==> config.mk <==
export PLATFORM = sky130hd
export DESIGN_NAME = moving_average_hysteresis_detector
export DESIGN_NICKNAME = d
export VERILOG_FILES = /design/src/mahd_pkg.sv /design/src/moving_average_hysteresis_detector.sv
export SDC_FILE = /design/constraint.sdc
export NUM_CORES = 1
export LEC_CHECK = 0
export BUFFER_PORTS_ARGS = -buffer_cell sky130_fd_sc_hd__buf_2
export CORE_UTILIZATION = 35
export DETAILED_ROUTE_END_ITERATION = 12
export SLEW_MARGIN = 20
export SYNTH_ARGS = -nofsm -noshare
export SYNTH_HDL_FRONTEND = slang
export SYNTH_SLANG_ARGS = --single-unit
export TNS_END_PERCENT = 5
==> constraint.sdc <==
create_clock -name clk -period 6.7 [get_ports clk]
set_input_delay 0.335 -clock clk [delete_from_list [all_inputs] [get_ports clk]]
set_output_delay 0.335 -clock clk [all_outputs]
set_load 0.01 [all_outputs]
==> src/mahd_pkg.sv <==
// Package for the moving-average hysteresis detector.
// Holds the window size, derived widths, the reciprocal used for the mean,
// and the configuration register indexes. Depends on nothing.
package mahd_pkg;

  // Number of samples averaged (1 to 64).
  localparam int WINDOW = 5;

  // Sample and threshold width.
  localparam int SAMPLE_W = 16;

  // Bits needed to index the ring; at least one bit.
  localparam int SLOT_W = (WINDOW > 1) ? $clog2(WINDOW) : 1;

  // The running sum of WINDOW samples stays below 2**SUM_W.
  localparam int SUM_W = SAMPLE_W + $clog2(WINDOW);

  // Division by WINDOW as a multiply by a rounded-up reciprocal. With
  // SHIFT = SUM_W + ceil(log2(WINDOW)) the quotient is exact for every
  // sum below 2**SUM_W, and the reciprocal fits in SUM_W + 1 bits.
  localparam int  DIV_SHIFT = SUM_W + $clog2(WINDOW);
  localparam int  RECIP_W   = SUM_W + 1;
  localparam longint unsigned RECIP_VAL =
    ((64'd1 << DIV_SHIFT) + 64'(WINDOW) - 64'd1) / 64'(WINDOW);
  localparam int  PROD_W    = SUM_W + RECIP_W;

  // Configuration port.
  localparam int CFG_IDX_W = 4;

  // Reset values of the thresholds.
  localparam logic [SAMPLE_W-1:0] OPEN_THR_RST  = SAMPLE_W'(800);
  localparam logic [SAMPLE_W-1:0] CLOSE_THR_RST = SAMPLE_W'(100);

  typedef logic [SAMPLE_W-1:0]  sample_t;
  typedef logic [SUM_W-1:0]     sum_t;
  typedef logic [SLOT_W-1:0]    slot_t;
  typedef logic [CFG_IDX_W-1:0] cfg_idx_t;

  // Configuration register indexes.
  localparam cfg_idx_t REG_OPEN_THR  = cfg_idx_t'(0);
  localparam cfg_idx_t REG_CLOSE_THR = cfg_idx_t'(1);

  localparam logic [RECIP_W-1:0] RECIP = RECIP_W'(RECIP_VAL);
  localparam slot_t LAST_SLOT = SLOT_W'(WINDOW - 1);

endpackage

==> src/moving_average_hysteresis_detector.sv <==
// Moving-average detector with a hysteresis comparator, top level.
// Uses mahd_pkg for widths, the reciprocal constant and register indexes.
// A result passes through the sum stage register and then the output register.
// Throughput: one sample per cycle; the sum and output registers hold one item
// each, and the input stalls only while both are full and the result stalls.
// Reset (rst_n low, synchronous): ring, sum, slot and state cleared,
// thresholds back to 800 (open) and 100 (close), no result pending.
module moving_average_hysteresis_detector (
  input  logic                clk,
  input  logic                rst_n,
  // Sample channel
  input  logic                in_valid,
  output logic                in_stall,
  input  mahd_pkg::sample_t   in_sample,
  // Result channel
  output logic                out_valid,
  input  logic                out_stall,
  output mahd_pkg::sample_t   out_average,
  output logic                out_is_open,
  output logic                out_opened_pulse,
  output logic                out_closed_pulse,
  output logic                out_cycle_complete,
  // Configuration write channel
  input  logic                cfg_valid,
  output logic                cfg_ready,
  input  mahd_pkg::cfg_idx_t  cfg_index,
  input  mahd_pkg::sample_t   cfg_data
);
  import mahd_pkg::*;

  // Configuration registers
  sample_t open_thr_r;
  sample_t close_thr_r;

  // Window state
  sample_t ring_r [WINDOW];
  slot_t   slot_r;
  slot_t   slot_nxt;
  sum_t    sum_r;
  sum_t    sum_nxt;

  // Sum stage holding register
  logic    s1_valid_r;
  sum_t    s1_sum_r;

  // Comparator state
  logic    open_r;
  logic    pending_r;
  logic    open_nxt;
  logic    pending_nxt;
  logic    opened;
  logic    closed;
  logic    cycle;

  // Mean
  logic [PROD_W-1:0] prod;
  sample_t           avg;

  // Output register
  logic    out_valid_r;
  sample_t out_avg_r;
  logic    out_open_r;
  logic    out_opened_r;
  logic    out_closed_r;
  logic    out_cycle_r;

  // Handshake
  logic    out_free;
  logic    in_take;
  logic    s1_move;

  assign out_free = !out_valid_r || !out_stall;
  assign s1_move  = s1_valid_r && out_free;
  assign in_stall = s1_valid_r && !out_free;
  assign in_take  = in_valid && !in_stall;
  assign cfg_ready = 1'b1;

  // Configuration writes; indexes beyond the list are ignored.
  always_ff @(posedge clk) begin
    if (!rst_n) begin
      open_thr_r  <= OPEN_THR_RST;
      close_thr_r <= CLOSE_THR_RST;
    end else if (cfg_valid && cfg_ready) begin
      case (cfg_index)
        REG_OPEN_THR:  open_thr_r  <= cfg_data;
        REG_CLOSE_THR: close_thr_r <= cfg_data;
        default: ;
      endcase
    end
  end

  // Running sum: drop the oldest sample, add the new one.
  always_comb begin
    sum_nxt  = sum_r - sum_t'(ring_r[slot_r]) + sum_t'(in_sample);
    slot_nxt = (slot_r == LAST_SLOT) ? '0 : slot_r + slot_t'(1);
  end

  // Ring, slot pointer and sum stage register.
  always_ff @(posedge clk) begin
    if (!rst_n) begin
      for (int i = 0; i < WINDOW; i++) begin
        ring_r[i] <= '0;
      end
      slot_r     <= '0;
      sum_r      <= '0;
      s1_valid_r <= 1'b0;
    end else begin
      if (in_take) begin
        ring_r[slot_r] <= in_sample;
        slot_r         <= slot_nxt;
        sum_r          <= sum_nxt;
        s1_valid_r     <= 1'b1;
      end else if (s1_move) begin
        s1_valid_r     <= 1'b0;
      end
    end
  end

  always_ff @(posedge clk) begin
    if (in_take) begin
      s1_sum_r <= sum_nxt;
    end
  end

  // Mean by reciprocal multiply, then the hysteresis decision.
  always_comb begin
    prod        = PROD_W'(s1_sum_r) * PROD_W'(RECIP);
    avg         = SAMPLE_W'(prod >> DIV_SHIFT);
    opened      = 1'b0;
    closed      = 1'b0;
    open_nxt    = open_r;
    pending_nxt = pending_r;
    if (!open_r) begin
      if (avg > open_thr_r) begin
        opened      = 1'b1;
        open_nxt    = 1'b1;
        pending_nxt = 1'b1;
      end
    end else if (avg < close_thr_r) begin
      closed   = 1'b1;
      open_nxt = 1'b0;
    end
    cycle = pending_nxt && !open_nxt;
    if (cycle) begin
      pending_nxt = 1'b0;
    end
  end

  // Comparator state and output valid.
  always_ff @(posedge clk) begin
    if (!rst_n) begin
      open_r      <= 1'b0;
      pending_r   <= 1'b0;
      out_valid_r <= 1'b0;
    end else begin
      if (s1_move) begin
        open_r      <= open_nxt;
        pending_r   <= pending_nxt;
        out_valid_r <= 1'b1;
      end else if (!out_stall) begin
        out_valid_r <= 1'b0;
      end
    end
  end

  // Output payload.
  always_ff @(posedge clk) begin
    if (s1_move) begin
      out_avg_r    <= avg;
      out_open_r   <= open_nxt;
      out_opened_r <= opened;
      out_closed_r <= closed;
      out_cycle_r  <= cycle;
    end
  end

  assign out_valid          = out_valid_r;
  assign out_average        = out_avg_r;
  assign out_is_open        = out_open_r;
  assign out_opened_pulse   = out_opened_r;
  assign out_closed_pulse   = out_closed_r;
  assign out_cycle_complete = out_cycle_r;

endmodule

Word-level counts from Yosys, hierarchy flattened
Memories as Yosys holds them, arrays and structs flattened. A register that Yosys moved wholly into a read port is not among the register bits.
Index checks and enable logic that the tools add are counted.
- $lt $le $gt $ge: 2
- reduce and logical (&&, ||, !) cells: 15
- multiplexer cells: 21
- equality and inequality tests: 3
- add/sub/neg operators: 3
- $mul: 1
- operators with widths (operator ; number):
    $mul 19x20->38 const B ; 1
    $add 19x16->19 ; 1
    $sub 19x16->19 ; 1
    $gt 16x16->1 ; 1
    $lt 16x16->1 ; 1
    $mux 1 ; 16
    $mux 16 ; 1
    $reduce_or 16->1 ; 1
    $mux 3 ; 4
    $logic_not 1->1 ; 5
    $eq 4x1->1 const B ; 1
    $logic_and 1x1->1 ; 4
    $logic_not 4->1 ; 1
    $reduce_and 2->1 ; 2
    $add 3x1->3 const B ; 1
    $eq 3x3->1 const B ; 1
    $ne 2x1->1 const B ; 1
    $reduce_bool 2->1 ; 1
    $logic_or 1x1->1 ; 1
- output and inout bits: 23
- memory bits (writable): 80
- logic and storage cells: 60
- memories kept: 1
- register bits: 97
- input port bits: 41
- memory list (memory ; depth ; width ; read ports ; clocked after memory_dff ; write ports ; RTL line ; RTL):
    ring_r ; 5 ; 16 ; 1 ; 1 ; 5 ; moving_average_hysteresis_detector.sv:36 ; sample_t ring_r [WINDOW];

Longest topological paths before layout
Gate-level depths: netlist of run 1.
- depth after elaboration: 11
- depth in mapped cells: 30
- gate-level depth less buffers: 30

Worst setup path after synthesis of run 1
Ideal clock, no wire load.
- kind: register to register
- start: register s1_sum_r[17]
- end: register out_open_r (netlist: out_is_open), data pin
- cell stages (with the launch flop): 29
- setup slack: -177 ps
- data required time: 6434 ps
- setup time: 266 ps
- arrival: 6611 ps
- buffers on the path: 0
- period minus slack after synthesis: 6877 ps
- path through: edfxtp_1 inv_1 ha_1 fa_1 inv_1 fa_1 inv_1 fa_1 inv_1 fa_1 inv_1 fa_1 inv_1 ha_1 a21o_1 a31o_2 a221oi_2 a21boi_0 nor2b_1 a311oi_1 nor2_1 ha_1 a21o_1 a21o_1 a21oi_1 and3_1 nand3_2 a311oi_4 o21ai_0
- word-level cells in the longest chain between the ends: 4
- elaborated cells on any way between the ends: 6
- those cells by class: mul: 1; order compare: 2; mux: 3
- ends and longest elaborated chain (what ; RTL line ; RTL):
    from (decl) ; moving_average_hysteresis_detector.sv:44 ; sum_t s1_sum_r;
    from (signal assigned) ; moving_average_hysteresis_detector.sv:121 ; s1_sum_r <= sum_nxt;
    $mul 19x20->38 * ; moving_average_hysteresis_detector.sv:127 ; prod = PROD_W'(s1_sum_r) * PROD_W'(RECIP);
    named net prod[31] ; moving_average_hysteresis_detector.sv:56 ; logic [PROD_W-1:0] prod;
    $gt 16x16->1 or $lt 16x16->1 (tied branches) ; moving_average_hysteresis_detector.sv:134, moving_average_hysteresis_detector.sv:139 ;
    $mux 1, on equally long branches ; moving_average_hysteresis_detector.sv:134, moving_average_hysteresis_detector.sv:139 ;
    $mux 1 * ; moving_average_hysteresis_detector.sv:133 ; if (!open_r) begin
    named net open_nxt ; moving_average_hysteresis_detector.sv:49 ; logic open_nxt;
    to (signal assigned) ; moving_average_hysteresis_detector.sv:170 ; out_open_r <= open_nxt;
    to (decl) ; moving_average_hysteresis_detector.sv:62 ; logic out_open_r;
Mark *: on every way through the listed nets, which the timed path passes. The rest lies on a longest branch.
A chain may end at the register's enable or synchronous reset.

Worst setup path after layout of run 1
- start: register s1_sum_r[14]
- end: register pending_r
- word-level cells in the longest chain between the ends: 7
- elaborated cells on any way between the ends: 11
- those cells by class: mul: 1; order compare: 2; mux: 6; reduce/logical: 2
- ends and longest elaborated chain (what ; RTL line ; RTL):
    $mul 19x20->38 * ; moving_average_hysteresis_detector.sv:127 ;
    named net prod[31] ; moving_average_hysteresis_detector.sv:56 ;
    $gt 16x16->1 or $lt 16x16->1 (tied branches) ; moving_average_hysteresis_detector.sv:134, moving_average_hysteresis_detector.sv:139 ;
    $mux 1, on equally long branches ; moving_average_hysteresis_detector.sv:134, moving_average_hysteresis_detector.sv:139 ;
    $mux 1 ; moving_average_hysteresis_detector.sv:133 ;
    $logic_not 1->1 ; moving_average_hysteresis_detector.sv:143 ; cycle = pending_nxt && !open_nxt;
    $logic_and 1x1->1 ; moving_average_hysteresis_detector.sv:143 ;
    $mux 1 * ; moving_average_hysteresis_detector.sv:144 ; if (cycle) begin
    to (signal assigned) ; moving_average_hysteresis_detector.sv:158 ; pending_r <= pending_nxt;
    to (decl) ; moving_average_hysteresis_detector.sv:48 ; logic pending_r;
Marked as above.

==> impl_metrics.env, run 1 <==
export IMPL_status="finished with violations"
export IMPL_failed_checks="setup timing"
export IMPL_worstPathRequired_ns=7.11
export IMPL_synth_async_reset_ratio=0
export IMPL_cp_max_fo=3
export IMPL_fin_nets=2001
export IMPL_syn_area_per_cell_um2=11.11
export IMPL_ys_top_cells_by_area="edfxtp_1, ha_1, fa_1, dfxtp_1, inv_1"
export IMPL_syn_inst=1454
export IMPL_fin_skew_ns=0.03023
export IMPL_critical_path_max_stage_delay_ns=0.58
export IMPL_cts_tree="done"
export IMPL_grt_first_pass_wirelength_mm=59.93
export IMPL_syn2layout_area_growth_pct=21.31
export IMPL_max_slew_worst_pin_slew_ns=0.9657
export IMPL_ctsLongestPathBuffers=3
export IMPL_dieArea_um2=47030
export IMPL_start_util=0.3553
export IMPL_clock_sinks=228
export IMPL_setup_viol=6
export IMPL_synth_edf_count=167
export IMPL_drcViolationCount=0
export IMPL_final_cell_mix="inv_1, edfxtp_1, ha_1, buf_4, fa_1"
export IMPL_ios=64
export IMPL_viasPerCell=4.832
export IMPL_synth_cell_types=68
export IMPL_cp_start_kind="register"
export IMPL_fin_crit_ns=7.010
export IMPL_critPathTopFamily="adder cells"
export IMPL_cpMostUsedCell="inv_2"
export IMPL_relSlewSlack=0.3562
export IMPL_grt_overflow=0
export IMPL_drv_cap=0
export IMPL_path_class="reg -> reg"
export IMPL_hold_depth=1
export IMPL_clock_tree_root_cell="clkbuf_16"
export IMPL_insertion_delay_ns=0.56
export IMPL_die_h_um=216.9
export IMPL_path_buf_inv=8
export IMPL_yosys_area_top_type="edfxtp_1"
export IMPL_cts_buffers=25
export IMPL_final_antenna_net_count=0
export IMPL_die_w_um=216.9
export IMPL_clock_fmax_ghz=0.1427
export IMPL_ys_flop_type="edfxtp_1"
export IMPL_worst_slack_ns=-0.3098
export IMPL_port_buffers=62
export IMPL_critical_path_slowest_cell="fa_2"
export IMPL_syn_area_um2=16160
export IMPL_grt_pass1_vias=11500
export IMPL_slew_viol_final=0
export IMPL_layout_drive_gt1_share=0.2443
export IMPL_diodes=0
export IMPL_cp_num_cells=31
export IMPL_yosysTopAreaCellShare=0.3104
export IMPL_synth_ff_latch_count=228
export IMPL_antenna_found_initial=0
export IMPL_syn_nets=1796
export IMPL_drt_iter0_drc=526
export IMPL_rows=78
export IMPL_grt_max_degree=50
export IMPL_arrival_ns=7.42
export IMPL_clk_pin_slew_ns=0.06
export IMPL_seq_area_frac_synth=0.3859
export IMPL_yosysWarnings=0
export IMPL_dr_total_vias=11010
export IMPL_fin_tns_setup_ns=-1.593
export IMPL_final_hold_viol_count=0
export IMPL_worstSetupEndpointType="register"
export IMPL_gp_congestion=0.8580
export IMPL_rsz0062_at_grt="true"
export IMPL_h_tree_depth=1
export IMPL_grt_usage=0.1601
export IMPL_wl_per_cell_um=16.29
export IMPL_place_hpwl_mm=28.73
export IMPL_final_common_cell="inv_1"
export IMPL_drt_pass1_iterations=7
export IMPL_drt_total_wl_mm=37.12
export IMPL_hp_class="in -> reg"
export IMPL_core_area_um2=45480
export IMPL_reg2reg_depth=31
export IMPL_dp_slack_ns=-0.6137
export IMPL_final_period_utilization=1.046
==> metrics by stage <==
stage                     instance area [um^2]    util  std cells  hold slack (ns)
final                                    19600  0.4310       2278          0.02063
after floorplan                          16210       -       1454           0.4314
after CTS                                19340  0.4254       2272        0.0001152
after global placement                   18180  0.3998       2212           0.4418
after global routing                     19600  0.4310       2278          0.01698
after detailed placement                 18180  0.3998       2212           0.4493
==> final cells by class <==
type                    count  area [um^2]
fillers                  4316        25880
multi-input cells         869         9094
flip-flops and latches    228         6237
repair buffers            223         1536
inverters                 312         1174
well taps                 600        750.7
clock buffers              30        644.4
clock inverters            16        165.2
==> cells in the mapped netlist (8+ instances only) <==
cell type,number
o21a_1,15
fa_1,115
nor3_1,26
mux2_2,16
nand2_1,108
nor2_1,41
nor4_1,36
a21o_1,20
and2_1,35
clkbuf_1,37
inv_1,310
xnor2_1,25
nand4_1,8
edfxtp_1,167
o211ai_1,10
a21oi_1,77
o21ai_0,17
ha_1,186
nor2b_1,8
nand3_1,10
nand2b_1,10
dfxtp_1,61
mux4_2,32
==> registers in the layout, indices dropped and copies added, names as in the netlist, 3 cells and up, named ones only <==
signal	cells
open_thr_r	16
close_thr_r	16
slot_r	3
sum_r	19
out_average	16
s1_sum_r	19
ring_r	128
==> final timing paths <==
path / slack (ns) / from / endpoint
worst max register to register: -0.31 / s1_sum_r[14]$_DFFE_PP_ / pending_r$_SDFFE_PN0P_
worst min register to register: 0.46 / close_thr_r[7]$_SDFFE_PN0P_ / close_thr_r[7]$_SDFFE_PN0P_
worst min-delay path: 0.02 / in_sample[12] / ring_r[5][12]$_DFFE_PP_
worst max-delay path: -0.31 / s1_sum_r[14]$_DFFE_PP_ / pending_r$_SDFFE_PN0P_
==> routing by layer <==
metal,GRT usage,vias to the layer above,routed length [um]
li1,-,5317,-
met1,0.2067,5442,16190
met2,0.2833,200,18690
met3,0.02124,48,1545
met4,0.03756,0,689
met5,0,-,0
==> worst reg2reg max path: cells and delay by family, from the launching register on <==
kind                       cells  cell delay, ns
and+or+nand+nor                4            0.51
DFF                            1            0.45
buffers and inverters          8            0.58
AOI/OAI and AO/OA             11            2.05
adders and majority gates      8            3.27
==> what timing repair did <==
item | in CTS | in global routing
setup buffers | 11 | 7
hold endpoints to repair | 9 | 0
gates resized for setup | 57 | 39
hold buffers | 4 | 0
pin swaps | 62 | 52
setup endpoints to repair | 6 | 6
==> logic make-up after synthesis <==
kind of cell,count (synthesis),synth area share
and+or+nand+nor,304,0.09532
other,1,0.0002321
AOI/OAI and AO/OA,181,0.07333
adders and majority gates,301,0.2865
muxes,51,0.05761
DFF,228,0.3859
xor gates and xnor gates,31,0.01766
buffers and inverters,357,0.08340
Power of run 1 is left out: the tool's default activity adds up to more than one toggle a clock period on the data nets, which glitch-free logic cannot reach.
==> run 2, diff against run 1 <==
--- a/config.mk
+++ b/config.mk
@@ -6,8 +6,9 @@
 export NUM_CORES = 1
 export LEC_CHECK = 0
 export BUFFER_PORTS_ARGS = -buffer_cell sky130_fd_sc_hd__buf_2
-export CORE_UTILIZATION = 35
+export CORE_UTILIZATION = 57
 export DETAILED_ROUTE_END_ITERATION = 12
+export PLACE_DENSITY = 0.77
 export SLEW_MARGIN = 20
 export SYNTH_ARGS = -nofsm -noshare
 export SYNTH_HDL_FRONTEND = slang
==> run 2 against run 1 <==
Compared with the run above:
- die area is 38% lower
- the run still ends with setup timing left
- sequential share of layout area up 0.10 points
- fmax down 0.15%
- non-clock buffer count grew 10
- critical path depth unchanged
- sequential cell count unchanged
- setup slack worse by 0.011 ns
- highest routed layer unchanged
- via count up 1.7%
- clock skew rose by 0.013 ns
- first-iteration DRC count grew 21%
- core utilization increased by 27 points
==> impl_metrics.env, run 2 (synthesis gave the netlist of run 1 again) <==
export IMPL_final_cell_mix="inv_1, edfxtp_1, buf_4, ha_1, fa_1"
export IMPL_worst_slack_ns=-0.3206
export IMPL_cts_buffers=24
export IMPL_rows=61
export IMPL_final_antenna_net_count=0
export IMPL_worstSetupEndpointType="register"
export IMPL_drcViolationCount=0
export IMPL_drt_iter0_drc=635
export IMPL_final_hold_viol_count=0
export IMPL_crit_path_start="s1_sum_r[17]$_DFFE_PP_"
export IMPL_port_buffers=62
export IMPL_path_class="reg -> reg"
export IMPL_status="finished with violations"
export IMPL_clk_pin_slew_ns=0.06
export IMPL_slew_viol_final=0
export IMPL_critical_path_max_stage_delay_ns=0.54
export IMPL_path_buf_inv=9
export IMPL_h_tree_depth=1
export IMPL_final_common_cell="inv_1"
export IMPL_grt_first_pass_wirelength_mm=58.60
export IMPL_wl_per_cell_um=17.54
export IMPL_core_area_um2=27860
export IMPL_place_hpwl_mm=26.89
export IMPL_cts_tree="done"
export IMPL_start_util=0.5800
export IMPL_drv_cap=0
export IMPL_largest_register="ring_r"
export IMPL_fin_crit_ns=7.021
export IMPL_worstPathRequired_ns=6.99
export IMPL_drt_pass1_iterations=5
export IMPL_stdcell_count=2064
export IMPL_grt_pass1_vias=11810
export IMPL_r2r_end="out_is_open$_DFFE_PP_"
export IMPL_largest_registers="ring_r (128), s1_sum_r (19), sum_r (19)"
export IMPL_r2r_start="s1_sum_r[17]$_DFFE_PP_"
export IMPL_grt_usage=0.2585
export IMPL_largest_reg_flops=128
export IMPL_hold_buffers=0
export IMPL_die_w_um=170.4
export IMPL_ctsLongestPathBuffers=3
export IMPL_insertion_delay_ns=0.54
export IMPL_clock_fmax_ghz=0.1424
export IMPL_grt_overflow=0
export IMPL_reg2reg_slack_ns=-0.32
export IMPL_gp_congestion=0.9309
export IMPL_dr_total_vias=11200
export IMPL_relSlewSlack=0.3446
export IMPL_reg2reg_depth=31
export IMPL_critPathTopFamily="adder cells"
export IMPL_arrival_ns=7.31
export IMPL_setup_viol=6
export IMPL_holdPathEnd="s1_valid_r$_SDFFE_PN0P_"
export IMPL_clock_sinks=228
export IMPL_drt_total_wl_mm=36.21
export IMPL_layout_drive_gt1_share=0.2586
export IMPL_grt_max_degree=50
export IMPL_max_slew_worst_pin_slew_ns=0.9831
export IMPL_die_h_um=170.4
export IMPL_hold_depth=2
export IMPL_clock_tree_root_cell="clkbuf_16"
export IMPL_diodes=0
export IMPL_hp_class="in -> reg"
export IMPL_cp_start_kind="register"
export IMPL_fin_nets=2010
export IMPL_syn2layout_area_growth_pct=20.92
export IMPL_cpMostUsedCell="fa_1"
export IMPL_rsz0062_at_grt="true"
export IMPL_dp_cells=1993
export IMPL_cp_max_fo=5
export IMPL_failed_checks="setup timing"
export IMPL_ios=64
export IMPL_fin_skew_ns=0.04285
export IMPL_min_from="in_valid"
export IMPL_viasPerCell=5.425
export IMPL_final_period_utilization=1.048
export IMPL_critical_path_slowest_cell="fa_1"
export IMPL_antenna_found_initial=0
export IMPL_dieArea_um2=29020
run 2: changes by cell type in the layout (fill, tap and decap cells not counted), sizes merged:
cell         delta
inv             +1
buf            +14
clkinv          -4
dlygate4sd3     -4
bufinv          +3
clkinvlp        +2
clkbuf          -4
run 2: per-stage QoR:
step / instance area [um^2] / worst slack, ns / setup TNS [ns] / hold WS (ns) / util
2_1_floorplan: 16210 / -0.01525 / -0.01525 / 0.4314 / -
3_3_place_gp: 17930 / -0.3835 / -1.926 / 0.4415 / 0.6437
3_5_place_dp: 17930 / -0.5786 / -2.973 / 0.4467 / 0.6437
4_1_cts: 19390 / -0.1356 / -0.4955 / 0.008470 / 0.6959
5_1_grt: 19540 / -0.5357 / -2.937 / 0.01709 / 0.7013
6_report: 19540 / -0.3206 / -1.636 / 0.02160 / 0.7013
run 2: final cells by class:
class                           count  area, um^2
Clock buffer                       26       608.1
Clock inverter                     18       269.0
Fill cell                        1890        8320
Inverter                          312        1174
Multi-Input combinational cell    869        9168
Sequential cell                   228        6237
Tap cell                          378       473.0
Timing Repair Buffer              233        1609
run 2: per-layer routing:
layer	global-route usage	part of all wire
met3	0.02535	0.040
met2	0.4774	0.52
met1	0.3207	0.41
met5	0	0
met4	0.07207	0.025
run 2: worst max-delay path by stage:
| stage | cells past startpoint | endpoint | slack, ns |
|---|---|---|---|
| after global placement | 29 | out_is_open$_DFFE_PP_ | -0.38 |
| after floorplan | 28 | out_is_open$_DFFE_PP_ | -0.02 |
| after global routing | 29 | out_is_open$_DFFE_PP_ | -0.54 |
| after detailed placement | 29 | out_is_open$_DFFE_PP_ | -0.58 |
| after CTS | 28 | out_is_open$_DFFE_PP_ | -0.14 |
| final | 31 | out_is_open$_DFFE_PP_ | -0.32 |
run 2: what timing repair did:
| item | in CTS | in global routing |
|---|---|---|
| resized for setup | 91 | 18 |
| pin swaps | 88 | 35 |
| gates cloned | 0 | 0 |
| setup endpoints to repair | 6 | 6 |
| setup buffers | 19 | 8 |
Power of run 2 is left out for the same reason.
==> run 3, diff against run 2 <==
--- a/config.mk
+++ b/config.mk
@@ -6,6 +6,7 @@
 export NUM_CORES = 1
 export LEC_CHECK = 0
 export BUFFER_PORTS_ARGS = -buffer_cell sky130_fd_sc_hd__buf_2
+export CORE_ASPECT_RATIO = 0.6
 export CORE_UTILIZATION = 57
 export DETAILED_ROUTE_END_ITERATION = 12
 export PLACE_DENSITY = 0.77
==> run 3 against run 2 <==
Compared with the run above:
- the flow still finishes with violations (setup timing)
- critical path type unchanged
- core utilization rose by 0.19 points
- critical path depth did not move
- routed wire length rose by 12%
==> impl_metrics.env, run 3 (synthesis gave the netlist of run 1 again) <==
export IMPL_drv_cap=0
export IMPL_final_common_cell="inv_1"
export IMPL_critical_path_slowest_cell="fa_2"
export IMPL_clock_sinks=228
export IMPL_fin_nets=2015
export IMPL_clock_fmax_ghz=0.1414
export IMPL_dr_total_vias=11700
export IMPL_arrival_ns=7.34
export IMPL_final_hold_viol_count=0
export IMPL_cp_start_kind="register"
export IMPL_cts_tree="done"
export IMPL_worstPathRequired_ns=6.97
export IMPL_path_buf_inv=11
export IMPL_max_slew_worst_pin_slew_ns=1.026
export IMPL_place_hpwl_mm=30.06
export IMPL_viasPerCell=5.689
export IMPL_multi_input_area_um2=9285
export IMPL_drt_iter0_drc=1145
export IMPL_hp_class="in -> reg"
export IMPL_critical_path_max_stage_delay_ns=0.56
export IMPL_critPathTopFamily="adder cells"
export IMPL_seq_area_um2=6237
export IMPL_setup_viol=6
export IMPL_clk_pin_slew_ns=0.07
export IMPL_insertion_delay_ns=0.52
export IMPL_slew_viol_final=0
export IMPL_diodes=0
export IMPL_rows=47
export IMPL_h_tree_depth=1
export IMPL_grt_overflow=0
export IMPL_fin_skew_ns=0.01138
export IMPL_gp_congestion=0.9553
export IMPL_final_period_utilization=1.055
export IMPL_path_class="reg -> reg"
export IMPL_ios=64
export IMPL_ctsLongestPathBuffers=3
export IMPL_drt_pass1_iterations=6
export IMPL_clock_tree_root_cell="clkbuf_16"
export IMPL_drt_total_wl_mm=40.63
export IMPL_relSlewSlack=0.3112
export IMPL_rsz0062_at_grt="true"
export IMPL_status="finished with violations"
export IMPL_die_h_um=132.4
export IMPL_failed_checks="setup timing"
export IMPL_largest_reg_flops=128
export IMPL_final_cell_mix="inv_1, buf_4, edfxtp_1, ha_1, fa_1"
export IMPL_fin_tns_setup_ns=-1.956
export IMPL_largest_register="ring_r"
export IMPL_drcViolationCount=0
export IMPL_port_buffers=62
export IMPL_dieArea_um2=29050
export IMPL_largest_registers="ring_r (128), s1_sum_r (19), sum_r (19)"
export IMPL_worst_slack_ns=-0.3704
export IMPL_grt_pass1_vias=12080
export IMPL_fin_crit_ns=7.070
export IMPL_grt_usage=0.2869
export IMPL_grt_first_pass_wirelength_mm=64.27
export IMPL_grt_max_degree=50
export IMPL_cp_max_fo=3
export IMPL_wl_per_cell_um=19.76
export IMPL_syn2layout_area_growth_pct=20.55
export IMPL_die_w_um=219.4
export IMPL_cts_buffers=22
export IMPL_fillers=1926
export IMPL_core_area_um2=27700
export IMPL_layout_drive_gt1_share=0.2641
export IMPL_antenna_found_initial=0
export IMPL_final_antenna_net_count=0
export IMPL_start_util=0.5834
export IMPL_worstSetupEndpointType="register"
export IMPL_hold_buffers=0
## run 3: changes by cell type in the layout (fill, tap and decap cells not counted), sizes merged
cell      change
bufinv        -6
clkinvlp      -3
buf           +7
inv           -1
clkbuf        +8
clkinv        -2
## run 3: per-layer routing
metal | wire [um] | GRT usage
met5 | 0 | 0
met3 | 4446 | 0.08552
met4 | 501 | 0.04360
met1 | 18010 | 0.4288
met2 | 17670 | 0.4206
## run 3: worst register-to-register path, delay by kind of cell, from the launching register on
kind / cells / cell delay (ns)
AO/OA/AOI/OAI: 9 / 1.51
XOR/XNOR: 1 / 0.12
buffers and inverters: 11 / 1.10
AND/OR/NAND/NOR: 2 / 0.16
adder cells (fa/ha/maj): 8 / 3.46
flip-flops: 1 / 0.46
## run 3: layout make-up
| cell class | instances | share of cell area |
|---|---|---|
| tap | 367 | 0.02357 |
| inverter | 312 | 0.06025 |
| timing repair buffer | 240 | 0.08588 |
| clock inverter | 6 | 0.001734 |
| clock buffer | 34 | 0.03167 |
| sequential | 228 | 0.3202 |
| multi-input combinational | 869 | 0.4767 |
## run 3: repair_timing
action                     in CTS  in global routing
resized for setup              65                 66
setup buffers                  19                 20
setup endpoints to repair       6                  6
pin swaps                      69                 67
## run 3: path summary, 6_finish.rpt
| kind | cells past startpoint | end | start | slack [ns] |
|---|---|---|---|---|
| worst max-delay path | 31 | out_cycle_complete$_DFFE_PP_ | s1_sum_r[12]$_DFFE_PP_ | -0.37 |
| worst min-delay path | 2 | s1_valid_r$_SDFFE_PN0P_ | in_valid | 0.04 |
| worst max register to register | 31 | out_cycle_complete$_DFFE_PP_ | s1_sum_r[12]$_DFFE_PP_ | -0.37 |
| worst min register to register | 2 | sum_r[2]$_SDFFE_PN0P_ | sum_r[2]$_SDFFE_PN0P_ | 0.46 |
## run 3: per-stage QoR
step                      hold slack, ns    util  worst slack [ns]  cells  area [um^2]
after global placement            0.4425  0.6463           -0.3985   1978        17900
after CTS                        0.03223  0.6843           -0.2295   2036        18950
after detailed placement          0.4492  0.6463           -0.5599   1978        17900
after floorplan                   0.4314       -          -0.01525   1454        16210
final                            0.04040  0.7033           -0.3704   2056        19480
after global routing             0.04191  0.7033           -0.6271   2056        19480
Power of run 3 is left out for the same reason.
